File: src/fjps_pkg.sv
// ----------------------------------------------------------------------------
// fjps_pkg
// Shared types, constants and byte helpers for the flat JSON pair scanner.
// ----------------------------------------------------------------------------
package fjps_pkg;

  localparam int MAX_PAIRS  = 32;
  localparam int POS_W      = 14;
  localparam int CNT_W      = 6;
  localparam int IDX_W      = 5;

  localparam int LINK_DEPTH = 4;
  localparam int LINK_AW    = $clog2(LINK_DEPTH);
  localparam int LINK_CW    = $clog2(LINK_DEPTH + 1);

  localparam int RES_DEPTH  = 4;
  localparam int RES_AW     = $clog2(RES_DEPTH);
  localparam int RES_CW     = $clog2(RES_DEPTH + 1);

  localparam logic [7:0] CH_OPEN   = 8'h7B;
  localparam logic [7:0] CH_CLOSE  = 8'h7D;
  localparam logic [7:0] CH_QUOTE  = 8'h22;
  localparam logic [7:0] CH_COLON  = 8'h3A;
  localparam logic [7:0] CH_ESCAPE = 8'h5C;
  localparam logic [7:0] CH_SPACE  = 8'h20;
  localparam logic [7:0] CH_COMMA  = 8'h2C;
  localparam logic [7:0] CH_TAB    = 8'h09;
  localparam logic [7:0] CH_NL     = 8'h0A;

  localparam logic [1:0] LIT_TRUE  = 2'd0;
  localparam logic [1:0] LIT_FALSE = 2'd1;
  localparam logic [1:0] LIT_NULL  = 2'd2;

  typedef enum logic [3:0] {
    PH_BRACE, PH_BETWEEN, PH_KEY, PH_AFTER_KEY, PH_AFTER_COLON,
    PH_STRING, PH_LITERAL, PH_NUMBER, PH_CLOSED, PH_ERROR
  } phase_t;

  typedef enum logic [3:0] {
    CL_SPACE, CL_COMMA, CL_TAB, CL_NEWLINE, CL_OPEN, CL_CLOSE, CL_QUOTE,
    CL_COLON, CL_ESCAPE, CL_LIT_T, CL_LIT_F, CL_LIT_N, CL_OTHER
  } byte_class_t;

  typedef enum logic [1:0] {
    RK_PAIR  = 2'd0,
    RK_DONE  = 2'd1,
    RK_ERROR = 2'd2
  } result_kind_t;

  typedef enum logic [2:0] {
    VK_STRING = 3'd0,
    VK_TRUE   = 3'd1,
    VK_FALSE  = 3'd2,
    VK_NULL   = 3'd3,
    VK_NUMBER = 3'd4
  } value_kind_t;

  typedef struct packed {
    logic [7:0]       data;
    logic             eom;
    logic [POS_W-1:0] pos;
    byte_class_t      cls;
  } link_item_t;

  typedef struct packed {
    result_kind_t     result_kind;
    logic [POS_W-1:0] key_offset;
    logic [POS_W-1:0] key_length;
    logic [POS_W-1:0] value_offset;
    logic [POS_W-1:0] value_length;
    value_kind_t      value_kind;
    logic [IDX_W-1:0] pair_index;
    logic [CNT_W-1:0] pair_count;
    logic             last_result;
  } result_t;

  typedef struct packed {
    logic    first_ok;
    logic    second_ok;
    result_t first;
    result_t second;
  } res_push_t;

  function automatic byte_class_t classify(input logic [7:0] b);
    byte_class_t c;
    case (b)
      CH_SPACE:  c = CL_SPACE;
      CH_COMMA:  c = CL_COMMA;
      CH_TAB:    c = CL_TAB;
      CH_NL:     c = CL_NEWLINE;
      CH_OPEN:   c = CL_OPEN;
      CH_CLOSE:  c = CL_CLOSE;
      CH_QUOTE:  c = CL_QUOTE;
      CH_COLON:  c = CL_COLON;
      CH_ESCAPE: c = CL_ESCAPE;
      8'h74:     c = CL_LIT_T;
      8'h66:     c = CL_LIT_F;
      8'h6E:     c = CL_LIT_N;
      default:   c = CL_OTHER;
    endcase
    return c;
  endfunction

  function automatic logic [2:0] lit_len(input logic [1:0] w);
    logic [2:0] n;
    case (w)
      LIT_FALSE: n = 3'd5;
      default:   n = 3'd4;
    endcase
    return n;
  endfunction

  function automatic logic [7:0] lit_char(input logic [1:0] w, input logic [2:0] p);
    logic [7:0] ch;
    case ({w, p})
      {LIT_TRUE,  3'd0}: ch = 8'h74;
      {LIT_TRUE,  3'd1}: ch = 8'h72;
      {LIT_TRUE,  3'd2}: ch = 8'h75;
      {LIT_TRUE,  3'd3}: ch = 8'h65;
      {LIT_FALSE, 3'd0}: ch = 8'h66;
      {LIT_FALSE, 3'd1}: ch = 8'h61;
      {LIT_FALSE, 3'd2}: ch = 8'h6C;
      {LIT_FALSE, 3'd3}: ch = 8'h73;
      {LIT_FALSE, 3'd4}: ch = 8'h65;
      {LIT_NULL,  3'd0}: ch = 8'h6E;
      {LIT_NULL,  3'd1}: ch = 8'h75;
      {LIT_NULL,  3'd2}: ch = 8'h6C;
      {LIT_NULL,  3'd3}: ch = 8'h6C;
      default:           ch = 8'h00;
    endcase
    return ch;
  endfunction

endpackage

File: src/fjps_front.sv
// ----------------------------------------------------------------------------
// fjps_front
// Accepts message bytes, tags each with its offset and byte class.
// ----------------------------------------------------------------------------
module fjps_front (
  input  logic                clk,
  input  logic                rst,
  input  logic                push,
  input  logic [7:0]          data_byte,
  input  logic                end_of_message,
  input  logic                link_full,
  output logic                link_push,
  output fjps_pkg::link_item_t link_item
);
  import fjps_pkg::*;

  logic [POS_W-1:0] pos;

  assign link_push      = push && !link_full;
  assign link_item.data = data_byte;
  assign link_item.eom  = end_of_message;
  assign link_item.pos  = pos;
  assign link_item.cls  = classify(data_byte);

  always_ff @(posedge clk) begin
    if (rst) begin
      pos <= '0;
    end else if (link_push) begin
      pos <= end_of_message ? '0 : pos + POS_W'(1);
    end
  end

endmodule

File: src/fjps_link_queue.sv
// ----------------------------------------------------------------------------
// fjps_link_queue
// Short queue of classified bytes between the front and the scan stage.
// ----------------------------------------------------------------------------
module fjps_link_queue (
  input  logic                 clk,
  input  logic                 rst,
  input  logic                 wr_en,
  input  fjps_pkg::link_item_t wr_item,
  input  logic                 rd_en,
  output logic                 full,
  output logic                 not_empty,
  output fjps_pkg::link_item_t rd_item
);
  import fjps_pkg::*;

  link_item_t         mem [LINK_DEPTH];
  logic [LINK_AW-1:0] wr_ptr;
  logic [LINK_AW-1:0] rd_ptr;
  logic [LINK_CW-1:0] count;

  assign full      = (count == LINK_CW'(LINK_DEPTH));
  assign not_empty = (count != '0);
  assign rd_item   = mem[rd_ptr];

  always_ff @(posedge clk) begin
    if (wr_en) begin
      mem[wr_ptr] <= wr_item;
    end
  end

  always_ff @(posedge clk) begin
    if (rst) begin
      wr_ptr <= '0;
      rd_ptr <= '0;
      count  <= '0;
    end else begin
      if (wr_en) begin
        wr_ptr <= wr_ptr + LINK_AW'(1);
      end
      if (rd_en) begin
        rd_ptr <= rd_ptr + LINK_AW'(1);
      end
      count <= count + LINK_CW'(wr_en) - LINK_CW'(rd_en);
    end
  end

endmodule

File: src/fjps_scan.sv
// ----------------------------------------------------------------------------
// fjps_scan
// Scan: walks the object grammar one byte per unstalled cycle, builds results.
// ----------------------------------------------------------------------------
module fjps_scan (
  input  logic                 clk,
  input  logic                 rst,
  input  logic                 item_valid,
  input  fjps_pkg::link_item_t item,
  input  logic                 res_room,
  output logic                 item_pop,
  output fjps_pkg::res_push_t  res_push
);
  import fjps_pkg::*;

  phase_t           phase, phase_next;
  logic [POS_W-1:0] key_off, key_off_next;
  logic [POS_W-1:0] key_len, key_len_next;
  logic [POS_W-1:0] val_off, val_off_next;
  logic [2:0]       lit_prog, lit_prog_next;
  logic [1:0]       lit_which, lit_which_next;
  logic             esc, esc_next;
  logic [CNT_W-1:0] stored, stored_next;

  logic             take;
  logic             emit;
  value_kind_t      emit_kind;
  logic [POS_W-1:0] emit_len;
  logic             num_step;
  logic             bad;
  logic             pair_ok;
  logic [1:0]       w;
  logic [POS_W-1:0] end_pos;
  result_t          pair_res;
  result_t          done_res;

  assign take     = item_valid && res_room;
  assign item_pop = take;
  assign end_pos  = item.pos + POS_W'(1);
  assign w        = (lit_which == 2'd3) ? LIT_TRUE : lit_which;

  always_comb begin
    phase_next     = phase;
    key_off_next   = key_off;
    key_len_next   = key_len;
    val_off_next   = val_off;
    lit_prog_next  = lit_prog;
    lit_which_next = lit_which;
    esc_next       = esc;
    stored_next    = stored;
    emit           = 1'b0;
    emit_kind      = VK_NUMBER;
    emit_len       = '0;
    num_step       = 1'b0;
    bad            = 1'b0;
    pair_ok        = 1'b0;

    case (phase)
      PH_BRACE: begin
        phase_next = (item.cls == CL_OPEN) ? PH_BETWEEN : PH_ERROR;
      end
      PH_BETWEEN: begin
        case (item.cls)
          CL_SPACE, CL_COMMA, CL_TAB, CL_NEWLINE: ;
          CL_CLOSE: phase_next = PH_CLOSED;
          CL_QUOTE: begin
            key_off_next = end_pos;
            phase_next   = PH_KEY;
          end
          default: phase_next = PH_ERROR;
        endcase
      end
      PH_KEY: begin
        if (item.cls == CL_QUOTE) begin
          key_len_next = item.pos - key_off;
          phase_next   = PH_AFTER_KEY;
        end
      end
      PH_AFTER_KEY: begin
        if (item.cls == CL_COLON) begin
          phase_next = PH_AFTER_COLON;
        end else if (item.cls != CL_SPACE) begin
          phase_next = PH_ERROR;
        end
      end
      PH_AFTER_COLON: begin
        case (item.cls)
          CL_SPACE: ;
          CL_QUOTE: begin
            val_off_next = end_pos;
            esc_next     = 1'b0;
            phase_next   = PH_STRING;
          end
          CL_LIT_T, CL_LIT_F, CL_LIT_N: begin
            val_off_next   = item.pos;
            lit_which_next = (item.cls == CL_LIT_T) ? LIT_TRUE :
                             (item.cls == CL_LIT_F) ? LIT_FALSE : LIT_NULL;
            lit_prog_next  = 3'd1;
            phase_next     = PH_LITERAL;
          end
          default: begin
            val_off_next = item.pos;
            num_step     = 1'b1;
          end
        endcase
      end
      PH_STRING: begin
        if (esc) begin
          esc_next = 1'b0;
        end else if (item.cls == CL_ESCAPE) begin
          esc_next = 1'b1;
        end else if (item.cls == CL_QUOTE) begin
          emit       = 1'b1;
          emit_kind  = VK_STRING;
          emit_len   = item.pos - val_off;
          phase_next = PH_BETWEEN;
        end
      end
      PH_LITERAL: begin
        if (lit_prog < lit_len(w) && item.data == lit_char(w, lit_prog)) begin
          lit_prog_next = lit_prog + 3'd1;
          if (lit_prog_next >= lit_len(w)) begin
            emit = 1'b1;
            case (w)
              LIT_FALSE: emit_kind = VK_FALSE;
              LIT_NULL:  emit_kind = VK_NULL;
              default:   emit_kind = VK_TRUE;
            endcase
            emit_len   = '0;
            phase_next = PH_BETWEEN;
          end
        end else begin
          num_step = 1'b1;
        end
      end
      PH_NUMBER: begin
        num_step = 1'b1;
      end
      default: ;
    endcase

    if (num_step) begin
      case (item.cls)
        CL_COMMA, CL_SPACE: begin
          emit       = 1'b1;
          emit_kind  = VK_NUMBER;
          emit_len   = item.pos - val_off_next;
          phase_next = PH_BETWEEN;
        end
        CL_CLOSE: begin
          emit       = 1'b1;
          emit_kind  = VK_NUMBER;
          emit_len   = item.pos - val_off_next;
          phase_next = PH_CLOSED;
        end
        default: phase_next = PH_NUMBER;
      endcase
    end

    if (item.eom) begin
      case (phase_next)
        PH_AFTER_COLON: begin
          val_off_next = end_pos;
          emit         = 1'b1;
          emit_kind    = VK_NUMBER;
          emit_len     = '0;
        end
        PH_STRING: begin
          emit      = 1'b1;
          emit_kind = VK_STRING;
          emit_len  = end_pos - val_off_next;
        end
        PH_LITERAL, PH_NUMBER: begin
          emit      = 1'b1;
          emit_kind = VK_NUMBER;
          emit_len  = end_pos - val_off_next;
        end
        PH_BETWEEN, PH_CLOSED: ;
        default: bad = 1'b1;
      endcase
    end

    if (emit && stored < CNT_W'(MAX_PAIRS)) begin
      pair_ok     = 1'b1;
      stored_next = stored + CNT_W'(1);
    end

    pair_res.result_kind  = RK_PAIR;
    pair_res.key_offset   = key_off_next;
    pair_res.key_length   = key_len_next;
    pair_res.value_offset = val_off_next;
    pair_res.value_length = emit_len;
    pair_res.value_kind   = emit_kind;
    pair_res.pair_index   = stored[IDX_W-1:0];
    pair_res.pair_count   = stored + CNT_W'(1);
    pair_res.last_result  = !item.eom;

    done_res.result_kind  = bad ? RK_ERROR : RK_DONE;
    done_res.key_offset   = '0;
    done_res.key_length   = '0;
    done_res.value_offset = '0;
    done_res.value_length = '0;
    done_res.value_kind   = VK_STRING;
    done_res.pair_index   = '0;
    done_res.pair_count   = bad ? '0 : stored_next;
    done_res.last_result  = 1'b1;

    res_push.first_ok  = take && (pair_ok || item.eom);
    res_push.second_ok = take && pair_ok && item.eom;
    res_push.first     = pair_ok ? pair_res : done_res;
    res_push.second    = done_res;

    if (item.eom) begin
      phase_next     = PH_BRACE;
      key_off_next   = '0;
      key_len_next   = '0;
      val_off_next   = '0;
      lit_prog_next  = '0;
      lit_which_next = '0;
      esc_next       = 1'b0;
      stored_next    = '0;
    end
  end

  always_ff @(posedge clk) begin
    if (rst) begin
      phase     <= PH_BRACE;
      key_off   <= '0;
      key_len   <= '0;
      val_off   <= '0;
      lit_prog  <= '0;
      lit_which <= '0;
      esc       <= 1'b0;
      stored    <= '0;
    end else if (take) begin
      phase     <= phase_next;
      key_off   <= key_off_next;
      key_len   <= key_len_next;
      val_off   <= val_off_next;
      lit_prog  <= lit_prog_next;
      lit_which <= lit_which_next;
      esc       <= esc_next;
      stored    <= stored_next;
    end
  end

endmodule

File: src/fjps_result_queue.sv
// ----------------------------------------------------------------------------
// fjps_result_queue
// Output queue of results; takes up to two results per cycle, gives one.
// ----------------------------------------------------------------------------
module fjps_result_queue (
  input  logic                clk,
  input  logic                rst,
  input  fjps_pkg::res_push_t wr,
  input  logic                pop,
  output logic                room,
  output logic                empty,
  output fjps_pkg::result_t   head
);
  import fjps_pkg::*;

  result_t           mem [RES_DEPTH];
  logic [RES_AW-1:0] wr_ptr;
  logic [RES_AW-1:0] rd_ptr;
  logic [RES_CW-1:0] count;
  logic [RES_CW-1:0] push_n;
  logic              pop_ok;

  assign empty  = (count == '0);
  assign room   = (count <= RES_CW'(RES_DEPTH - 2));
  assign head   = mem[rd_ptr];
  assign pop_ok = pop && !empty;
  assign push_n = RES_CW'(wr.first_ok) + RES_CW'(wr.second_ok);

  always_ff @(posedge clk) begin
    if (wr.first_ok) begin
      mem[wr_ptr] <= wr.first;
    end
    if (wr.second_ok) begin
      mem[wr_ptr + RES_AW'(1)] <= wr.second;
    end
  end

  always_ff @(posedge clk) begin
    if (rst) begin
      wr_ptr <= '0;
      rd_ptr <= '0;
      count  <= '0;
    end else begin
      wr_ptr <= wr_ptr + push_n[RES_AW-1:0];
      if (pop_ok) begin
        rd_ptr <= rd_ptr + RES_AW'(1);
      end
      count <= count + push_n - RES_CW'(pop_ok);
    end
  end

endmodule

File: src/flat_json_pair_scanner_unit.sv
// ----------------------------------------------------------------------------
// flat_json_pair_scanner_unit
// Scans a flat JSON object byte by byte and reports key/value pairs.
// ----------------------------------------------------------------------------
//   channel  | handshake         | payload
//   ---------+-------------------+-------------------------------------------
//   input    | push / full       | data_byte, end_of_message
//   result   | pop / empty       | result_kind .. last_result (one result)
//
// One byte per clock when no queue stalls: the front tags and queues bytes,
// the scan stage takes one byte a cycle from that queue; results are
// registered in the result queue. The scan stage waits while the result
// queue has fewer than two free entries, since one byte can yield a pair
// and a done. Synchronous reset clears both queues and the scan state.
// ----------------------------------------------------------------------------
module flat_json_pair_scanner_unit (
  input  logic       clk,
  input  logic       rst,
  input  logic       push,
  output logic       full,
  input  logic [7:0] data_byte,
  input  logic       end_of_message,
  input  logic       pop,
  output logic       empty,
  output logic [1:0] result_kind,
  output logic [fjps_pkg::POS_W-1:0] key_offset,
  output logic [fjps_pkg::POS_W-1:0] key_length,
  output logic [fjps_pkg::POS_W-1:0] value_offset,
  output logic [fjps_pkg::POS_W-1:0] value_length,
  output logic [2:0] value_kind,
  output logic [fjps_pkg::IDX_W-1:0] pair_index,
  output logic [fjps_pkg::CNT_W-1:0] pair_count,
  output logic       last_result
);
  import fjps_pkg::*;

  logic       link_push;
  link_item_t link_in;
  logic       link_full;
  logic       link_valid;
  link_item_t link_out;
  logic       link_pop;
  logic       res_room;
  res_push_t  res_push;
  result_t    head;

  fjps_front u_front (
    .clk            (clk),
    .rst            (rst),
    .push           (push),
    .data_byte      (data_byte),
    .end_of_message (end_of_message),
    .link_full      (link_full),
    .link_push      (link_push),
    .link_item      (link_in)
  );

  fjps_link_queue u_link (
    .clk       (clk),
    .rst       (rst),
    .wr_en     (link_push),
    .wr_item   (link_in),
    .rd_en     (link_pop),
    .full      (link_full),
    .not_empty (link_valid),
    .rd_item   (link_out)
  );

  fjps_scan u_scan (
    .clk        (clk),
    .rst        (rst),
    .item_valid (link_valid),
    .item       (link_out),
    .res_room   (res_room),
    .item_pop   (link_pop),
    .res_push   (res_push)
  );

  fjps_result_queue u_res (
    .clk   (clk),
    .rst   (rst),
    .wr    (res_push),
    .pop   (pop),
    .room  (res_room),
    .empty (empty),
    .head  (head)
  );

  assign full         = link_full;
  assign result_kind  = head.result_kind;
  assign key_offset   = head.key_offset;
  assign key_length   = head.key_length;
  assign value_offset = head.value_offset;
  assign value_length = head.value_length;
  assign value_kind   = head.value_kind;
  assign pair_index   = head.pair_index;
  assign pair_count   = head.pair_count;
  assign last_result  = head.last_result;

  a_pop_nonempty: assert property (@(posedge clk) disable iff (rst)
    link_pop |-> link_valid)
    else $error("scan stage popped an empty link queue");

  a_second_is_final: assert property (@(posedge clk) disable iff (rst)
    res_push.second_ok |-> (res_push.first_ok &&
      res_push.first.result_kind == RK_PAIR &&
      res_push.second.result_kind != RK_PAIR))
    else $error("bad result pairing in one cycle");

  a_push_has_room: assert property (@(posedge clk) disable iff (rst)
    res_push.first_ok |-> res_room)
    else $error("result pushed without room");

  a_reset_clears: assert property (@(posedge clk)
    rst |=> (empty && !full))
    else $error("queues not cleared by reset");

endmodule

File: config.mk
export PLATFORM = sky130hd
export DESIGN_NAME = flat_json_pair_scanner_unit
export DESIGN_NICKNAME = d
export VERILOG_FILES = /design/src/fjps_pkg.sv /design/src/fjps_front.sv /design/src/fjps_link_queue.sv /design/src/fjps_scan.sv /design/src/fjps_result_queue.sv /design/src/flat_json_pair_scanner_unit.sv
export SDC_FILE = /design/constraint.sdc
export NUM_CORES = 1
export LEC_CHECK = 0
export BUFFER_PORTS_ARGS = -buffer_cell sky130_fd_sc_hd__buf_2
export CAP_MARGIN = 20
export CORE_MARGIN = 10
export CORE_UTILIZATION = 26
export CTS_CLUSTER_DIAMETER = 50
export DETAILED_ROUTE_END_ITERATION = 7
export PLACE_DENSITY = 0.52
export REMOVE_ABC_BUFFERS = 1
export SLEW_MARGIN = 20
export SYNTH_ARGS = -nofsm -noshare
export SYNTH_HDL_FRONTEND = slang
export SYNTH_HIERARCHICAL = 1
export SYNTH_SLANG_ARGS = --single-unit
File: constraint.sdc
create_clock -name clk -period 12.5 [get_ports clk]
set_clock_uncertainty 0.2 [all_clocks]
set_input_delay 1.25 -clock clk [delete_from_list [all_inputs] [get_ports clk]]
set_output_delay 1.25 -clock clk [all_outputs]
set_load 0.01 [all_outputs]
==> results of run 1 <==
==> where the power goes <==
part           internal [mW]  switching [mW]
logic                  0.818            1.32
registers               1.96          0.0831
clock network           1.01           0.732
total                   3.79            2.14
==> flip-flops by register name, summed over array words and instances (netlist names), named ones only <==
name and flops:
u_link/wr_ptr 2, u_res/count 3, u_link/rd_ptr 2, u_scan/key_len 14, u_link/count 3, u_res/wr_ptr 2
u_scan/lit_which 2, u_scan/stored 6, u_scan/lit_prog 3, u_link/mem 108, u_res/mem 292, u_scan/val_off 14
u_scan/phase 4, u_scan/esc 1, u_scan/key_off 14, u_front/pos 14, u_res/rd_ptr 2
==> cell type report <==
type | instances | share of cell area
clock inverter | 35 | 0.0134
multi-input combinational | 1452 | 0.404
timing repair buffer | 119 | 0.0217
tap | 1391 | 0.0559
inverter | 81 | 0.00976
sequential | 490 | 0.444
clock buffer | 78 | 0.0517
==> cell usage after synthesis (11+ instances only) <==
cell type  count
a211oi_1      23
a21oi_1       81
a22oi_1       55
and2_1        14
and3_1        11
buf_2         22
buf_4         93
buf_6         22
clkbuf_1      48
dfxtp_1       90
edfxtp_1     400
ha_1          79
inv_1         80
mux2_2       301
mux2i_1       20
mux4_2        93
nand2_1       93
nand2b_1      15
nand3_1       35
nand3b_1      12
nor2_1       169
nor2b_1       20
nor3_1        34
o21ai_0       43
o22ai_1       20
or3_1         21
xnor2_1       50
xor2_1        26
==> layer usage <==
metal  vias to the layer above  track usage
met5                         -            0
li1                       8182            -
met2                       476        0.214
met3                       113       0.0167
met1                      8922        0.152
met4                         0       0.0376
==> worst max-delay path, cell delays in order, from the launching register on <==
cell and delay [ns]:
dfxtp_2 0.55, mux4_1 0.76, nand4bb_1 0.87, nand2_1 0.62, o21bai_1 0.25, or3_4 0.46, a211oi_1 0.28, a22oi_2 0.09
buf_4 0.31, nor3_1 0.24, buf_4 0.18, nand3_4 0.56, o21ai_4 0.61, buf_4 0.78
==> final timing paths <==
path / slack (ns) / depth (start not counted) / to
worst max register to register: 5.17 / 13 / u_res/mem[0][11]$_DFFE_PP_
worst min-delay path: 0.25 / 2 / u_scan/key_len[11]$_SDFFE_PP0P_
worst min register to register: 0.25 / 2 / u_scan/key_len[11]$_SDFFE_PP0P_
worst max-delay path: 5.17 / 13 / u_res/mem[0][11]$_DFFE_PP_
==> through the flow <==
step | TNS, ns | cells | setup WS [ns]
floorplan | -248.24 | 2023 | -1.83
global placement | 0 | 3532 | 5.17
detailed placement | 0 | 3532 | 5.14
CTS | 0 | 3645 | 5.15
global route | 0 | 3646 | 4.68
finish | 0 | 3646 | 5.17
==> cells by family (layout without fill, tap and decap cells) <==
family                     Yosys count  count (layout)  share of synthesized area
DFF                                490             490                      0.499
and+or+nand+nor                    479             479                     0.0849
muxes                              421             421                      0.212
AOI/OAI and AO/OA                  323             323                     0.0794
buffers and inverters              272             313                     0.0581
adders and majority gates           85              85                     0.0400
xor gates and xnor gates            79              79                     0.0266
other                                2              65                   0.000271
==> flow_metrics.env, run 1 <==
export IMPL_seq_area_frac_synth=0.499
export IMPL_cts_sinks=490
export IMPL_crit_arrival_ns=7.42
export IMPL_rsz0062_at_grt="no"
export IMPL_regArea_um2=13800
export IMPL_dp_hpwl_mm=50.0
export IMPL_insertedDiodeCount=0
export IMPL_grt_overflow_total=0
export IMPL_wl_mm=74.8
export IMPL_cts_buffers=60
export IMPL_cts_resized=0
export IMPL_top_layer="met4"
export IMPL_grt_pass1_wl_mm=114
export IMPL_grtUsageTotal=0.121
export IMPL_rows=119
export IMPL_critical_path_class="reg -> reg"
export IMPL_fin_crit_ns=7.33
export IMPL_firstDrtPassIters=8
export IMPL_power_mw=5.93
export IMPL_drcViolationCount=0
export IMPL_synth_edf_count=400
export IMPL_ant_nets=0
export IMPL_startpoint_type="flip-flop"
export IMPL_synth_area_um2=27700
export IMPL_synth_area_per_cell_um2=12.9
export IMPL_setup_viol=0
export IMPL_fmax_ghz=0.136
export IMPL_fin_nets=2302
export IMPL_power_density_nw_per_um2=190
export IMPL_io_buffers=87
export IMPL_grt_pass1_vias=18416
export IMPL_coreArea_um2=106000
export IMPL_die_x_um=346
export IMPL_final_area_um2=31100
export IMPL_netlist_area_leader_share=0.434
export IMPL_ir_drop_mv=0.110
export IMPL_cts_root_buf="clkbuf_16"
export IMPL_wl_met1_mm=31.6
export IMPL_yosysTopAreaCell="edfxtp_1"
export IMPL_max_slew_worst_pin_slew_ns=1.10
export IMPL_grt_antenna_before_repair=1
export IMPL_dpl_instance_area_um2=29100
export IMPL_min_delay_start="u_scan/key_len[11]$_SDFFE_PP0P_"
export IMPL_max_cap_violations=0
export IMPL_async_flop_share=0
export IMPL_wl_met2_mm=37.9
export IMPL_layout_drive_gt1_share=0.288
export IMPL_syn_instance_count=2151
export IMPL_h_tree_depth=2
export IMPL_holdBufCountCts=0
export IMPL_wl_met3_mm=3.34
export IMPL_vias_per_cell=4.85
export IMPL_post_cts_setup_buffer_count=0
export IMPL_area_delta_synth_final_pct=12.5
export IMPL_final_common_cell="edfxtp_1"
export IMPL_first_iter_violations=1218
export IMPL_synth_cell_types=90
export IMPL_utilization=0.295
export IMPL_routedWlPerCell_um=20.5
export IMPL_required_ns=12.60
export IMPL_synth_area_leaders="edfxtp_1, mux2_2, mux4_2"
export IMPL_clk_latency_ns=0.67
export IMPL_grt_max_degree=76
export IMPL_synth_seq_cells=490
export IMPL_max_slew_margin=0.265
export IMPL_io_pins=88
export IMPL_ys_flop_type="edfxtp_1"
export IMPL_ys_warnings_count=6
export IMPL_start_util=0.262
export IMPL_outcome="finished, final reports clean"
export IMPL_worst_hold_slack_ns=0.254
export IMPL_finalHoldViolations=0
export IMPL_leakage_nw=10.8
export IMPL_finalCritPeriodShare=0.586
export IMPL_hold_path_class="reg -> reg"
export IMPL_path_max_fanout=60
export IMPL_clk_path_buf_depth=3
export IMPL_die_h_um=346
export IMPL_die_area_um2=120000
export IMPL_fill_cells=10578
export IMPL_routed_via_count=17693
export IMPL_final_cell_mix="edfxtp_1, mux2_2, nor2_1"
export IMPL_worstSetupEndpointType="flip-flop"
export IMPL_cts_tree="built"
export IMPL_slew_viol_final=0
export IMPL_multi_input_area_um2=12600
export IMPL_clk_pin_slew_ns=0.06
export IMPL_place_congestion=0.886
(Power assumes the default switching activity.)
==> run 2, diff against run 1 <==
- PLACE_DENSITY: 0.52 -> 0.53
- clock period: 12.5 -> 6.45 ns (I/O delays scaled with it)
==> flow_metrics.env, run 2 (same netlist as run 1, synthesis figures left out) <==
export IMPL_worst_hold_slack_ns=0.0928
export IMPL_power_density_nw_per_um2=358
export IMPL_leakage_nw=10.8
export IMPL_clk_pin_slew_ns=0.06
export IMPL_worstReg2RegEnd="u_res/mem[3][25]$_DFFE_PP_"
export IMPL_coreArea_um2=106000
export IMPL_finalCritPeriodShare=0.920
export IMPL_power_mw=11.2
export IMPL_fin_nets=2320
export IMPL_largest_reg_flops=292
export IMPL_path_buf_inv=1
export IMPL_area_delta_synth_final_pct=12.6
export IMPL_regArea_um2=13800
export IMPL_rows=119
export IMPL_cpLargestDelayFamily="compound AO/OA/AOI/OAI gates"
export IMPL_dp_hpwl_mm=48.2
export IMPL_place_congestion=0.921
export IMPL_cts_sinks=490
export IMPL_cts_root_buf="clkbuf_16"
export IMPL_fin_tns_setup_ns=0
export IMPL_holdPathEnd="u_link/mem[3][18]$_DFFE_PP_"
export IMPL_startpoint_type="flip-flop"
export IMPL_setup_viol=0
export IMPL_hold_path_depth=1
export IMPL_fill_cells=10658
export IMPL_die_x_um=346
export IMPL_multi_input_area_um2=12600
export IMPL_path_max_fanout=10
export IMPL_vias_per_cell=4.78
export IMPL_path_depth=19
export IMPL_h_tree_depth=2
export IMPL_layout_drive_gt1_share=0.292
export IMPL_critical_path_class="reg -> reg"
export IMPL_max_slew_margin=0.324
export IMPL_finalHoldViolations=0
export IMPL_top_regs="u_res/mem (292), u_link/mem (108)"
export IMPL_hold_path_class="in -> reg"
export IMPL_drcViolationCount=0
export IMPL_io_pins=88
export IMPL_grt_max_degree=78
export IMPL_placed_cells=3555
export IMPL_cpMostUsedCell="nor2_1"
export IMPL_fmax_ghz=0.168
export IMPL_routed_via_count=17473
export IMPL_die_area_um2=120000
export IMPL_fin_crit_ns=5.94
export IMPL_crit_slowest_cell="mux4_1"
export IMPL_regMostFlops="u_res/mem"
export IMPL_grt_antenna_before_repair=3
export IMPL_insertedDiodeCount=0
export IMPL_cts_resized=0
export IMPL_max_slew_worst_pin_slew_ns=1.01
export IMPL_grtUsageTotal=0.115
export IMPL_wl_mm=72.0
export IMPL_required_ns=6.61
export IMPL_start_util=0.262
export IMPL_max_cap_violations=0
export IMPL_rsz0062_at_grt="no"
export IMPL_utilization=0.295
export IMPL_reg2reg_depth=19
export IMPL_max_stage_delay_ns=0.77
export IMPL_cts_buffers=56
export IMPL_final_cell_mix="edfxtp_1, mux2_2, nor2_1"
export IMPL_cts_tree="built"
export IMPL_outcome="finished, final reports clean"
export IMPL_min_delay_start="end_of_message"
export IMPL_grt_pass1_wl_mm=109
export IMPL_final_common_cell="edfxtp_1"
export IMPL_crit_arrival_ns=6.10
export IMPL_routedWlPerCell_um=19.7
export IMPL_ant_nets=0
export IMPL_worstPathCellList="mux4_1 -> nand2b_1 -> nor2_1 -> nor2_1 -> a21oi_1 -> o21ai_0 -> ha_1 -> inv_1 -> fa_1 -> a21o_1 -> a211oi_1 -> o21ai_0 -> o211ai_1 -> a2bb2oi_1 -> nand2b_1 -> xor2_1 -> a222oi_1 -> nor2_1 -> mux2_2"
export IMPL_clk_latency_ns=0.62
export IMPL_grt_pass1_vias=17501
export IMPL_ir_drop_mv=0.208
export IMPL_first_iter_violations=1141
export IMPL_regToRegSetupSlack_ns=0.51
export IMPL_worstSetupEndpointType="flip-flop"
export IMPL_grt_overflow_total=0
export IMPL_io_buffers=87
export IMPL_final_cells=3659
export IMPL_clk_path_buf_depth=3
export IMPL_holdBufCountCts=0
export IMPL_die_h_um=346
export IMPL_post_cts_setup_buffer_count=0
export IMPL_firstDrtPassIters=5
export IMPL_slew_viol_final=0
run 2: cell count changes in the layout (fill, tap and decap cells not counted), sizes merged:
cell / before / now
clkinv: 14 / 21
bufinv: 4 / 3
inv: 91 / 86
clkbuf: 78 / 70
clkinvlp: 7 / 5
buf: 119 / 141
run 2: layer usage:
layer  wire length (um)  track usage  part of all wire  up-vias
met4               2200       0.0384             0.031        6
met3               3270       0.0201             0.045      120
li1                   -            -                 -     8205
met2              34200        0.194              0.47      410
met1              32300        0.149              0.45     8732
met5                 33            0           0.00046        -
run 2: area by class of cell:
class                   count  share of cell area
clock buffers              70              0.0480
well taps                1391              0.0558
clock inverters            34             0.00931
flip-flops and latches    490               0.443
inverters                  81             0.00975
multi-input cells        1452               0.403
repair buffers            141              0.0306
run 2: power by group:
part | internal, mW | switching, mW
Clock | 1.77 | 1.30
Sequential | 3.80 | 0.189
Combinational | 1.64 | 2.46
Total | 7.21 | 3.95
run 2: worst reg2reg max path, stage by stage (launching register included):
cell and delay [ns]:
dfxtp_2 0.52, mux4_1 0.77, nand2b_1 0.23, nor2_1 0.08, nor2_1 0.45, a21oi_1 0.13, o21ai_0 0.43, ha_1 0.28
inv_1 0.07, fa_1 0.46, a21o_1 0.19, a211oi_1 0.32, o21ai_0 0.17, o211ai_1 0.17, a2bb2oi_1 0.27, nand2b_1 0.09
xor2_1 0.14, a222oi_1 0.28, nor2_1 0.14, mux2_2 0.29
run 2: per-stage QoR:
stage	setup WS (ns)	instance area [um2]
2_1_floorplan	-7.88	26600
3_3_place_gp	0.558	29400
3_5_place_dp	0.534	29400
4_1_cts	0.545	31200
5_1_grt	0.144	31200
6_report	0.515	31200
run 2: worst max-delay path by stage:
stage                          from                         end  slack (ns)
after CTS                 flip-flop  u_res/mem[3][25]$_DFFE_PP_        0.54
after global placement    flip-flop  u_res/mem[0][25]$_DFFE_PP_        0.56
after floorplan           flip-flop   u_res/mem[2][0]$_DFFE_PP_       -7.88
after global routing      flip-flop  u_res/mem[3][25]$_DFFE_PP_        0.14
final                     flip-flop  u_res/mem[3][25]$_DFFE_PP_        0.51
after detailed placement  flip-flop  u_res/mem[3][25]$_DFFE_PP_        0.53
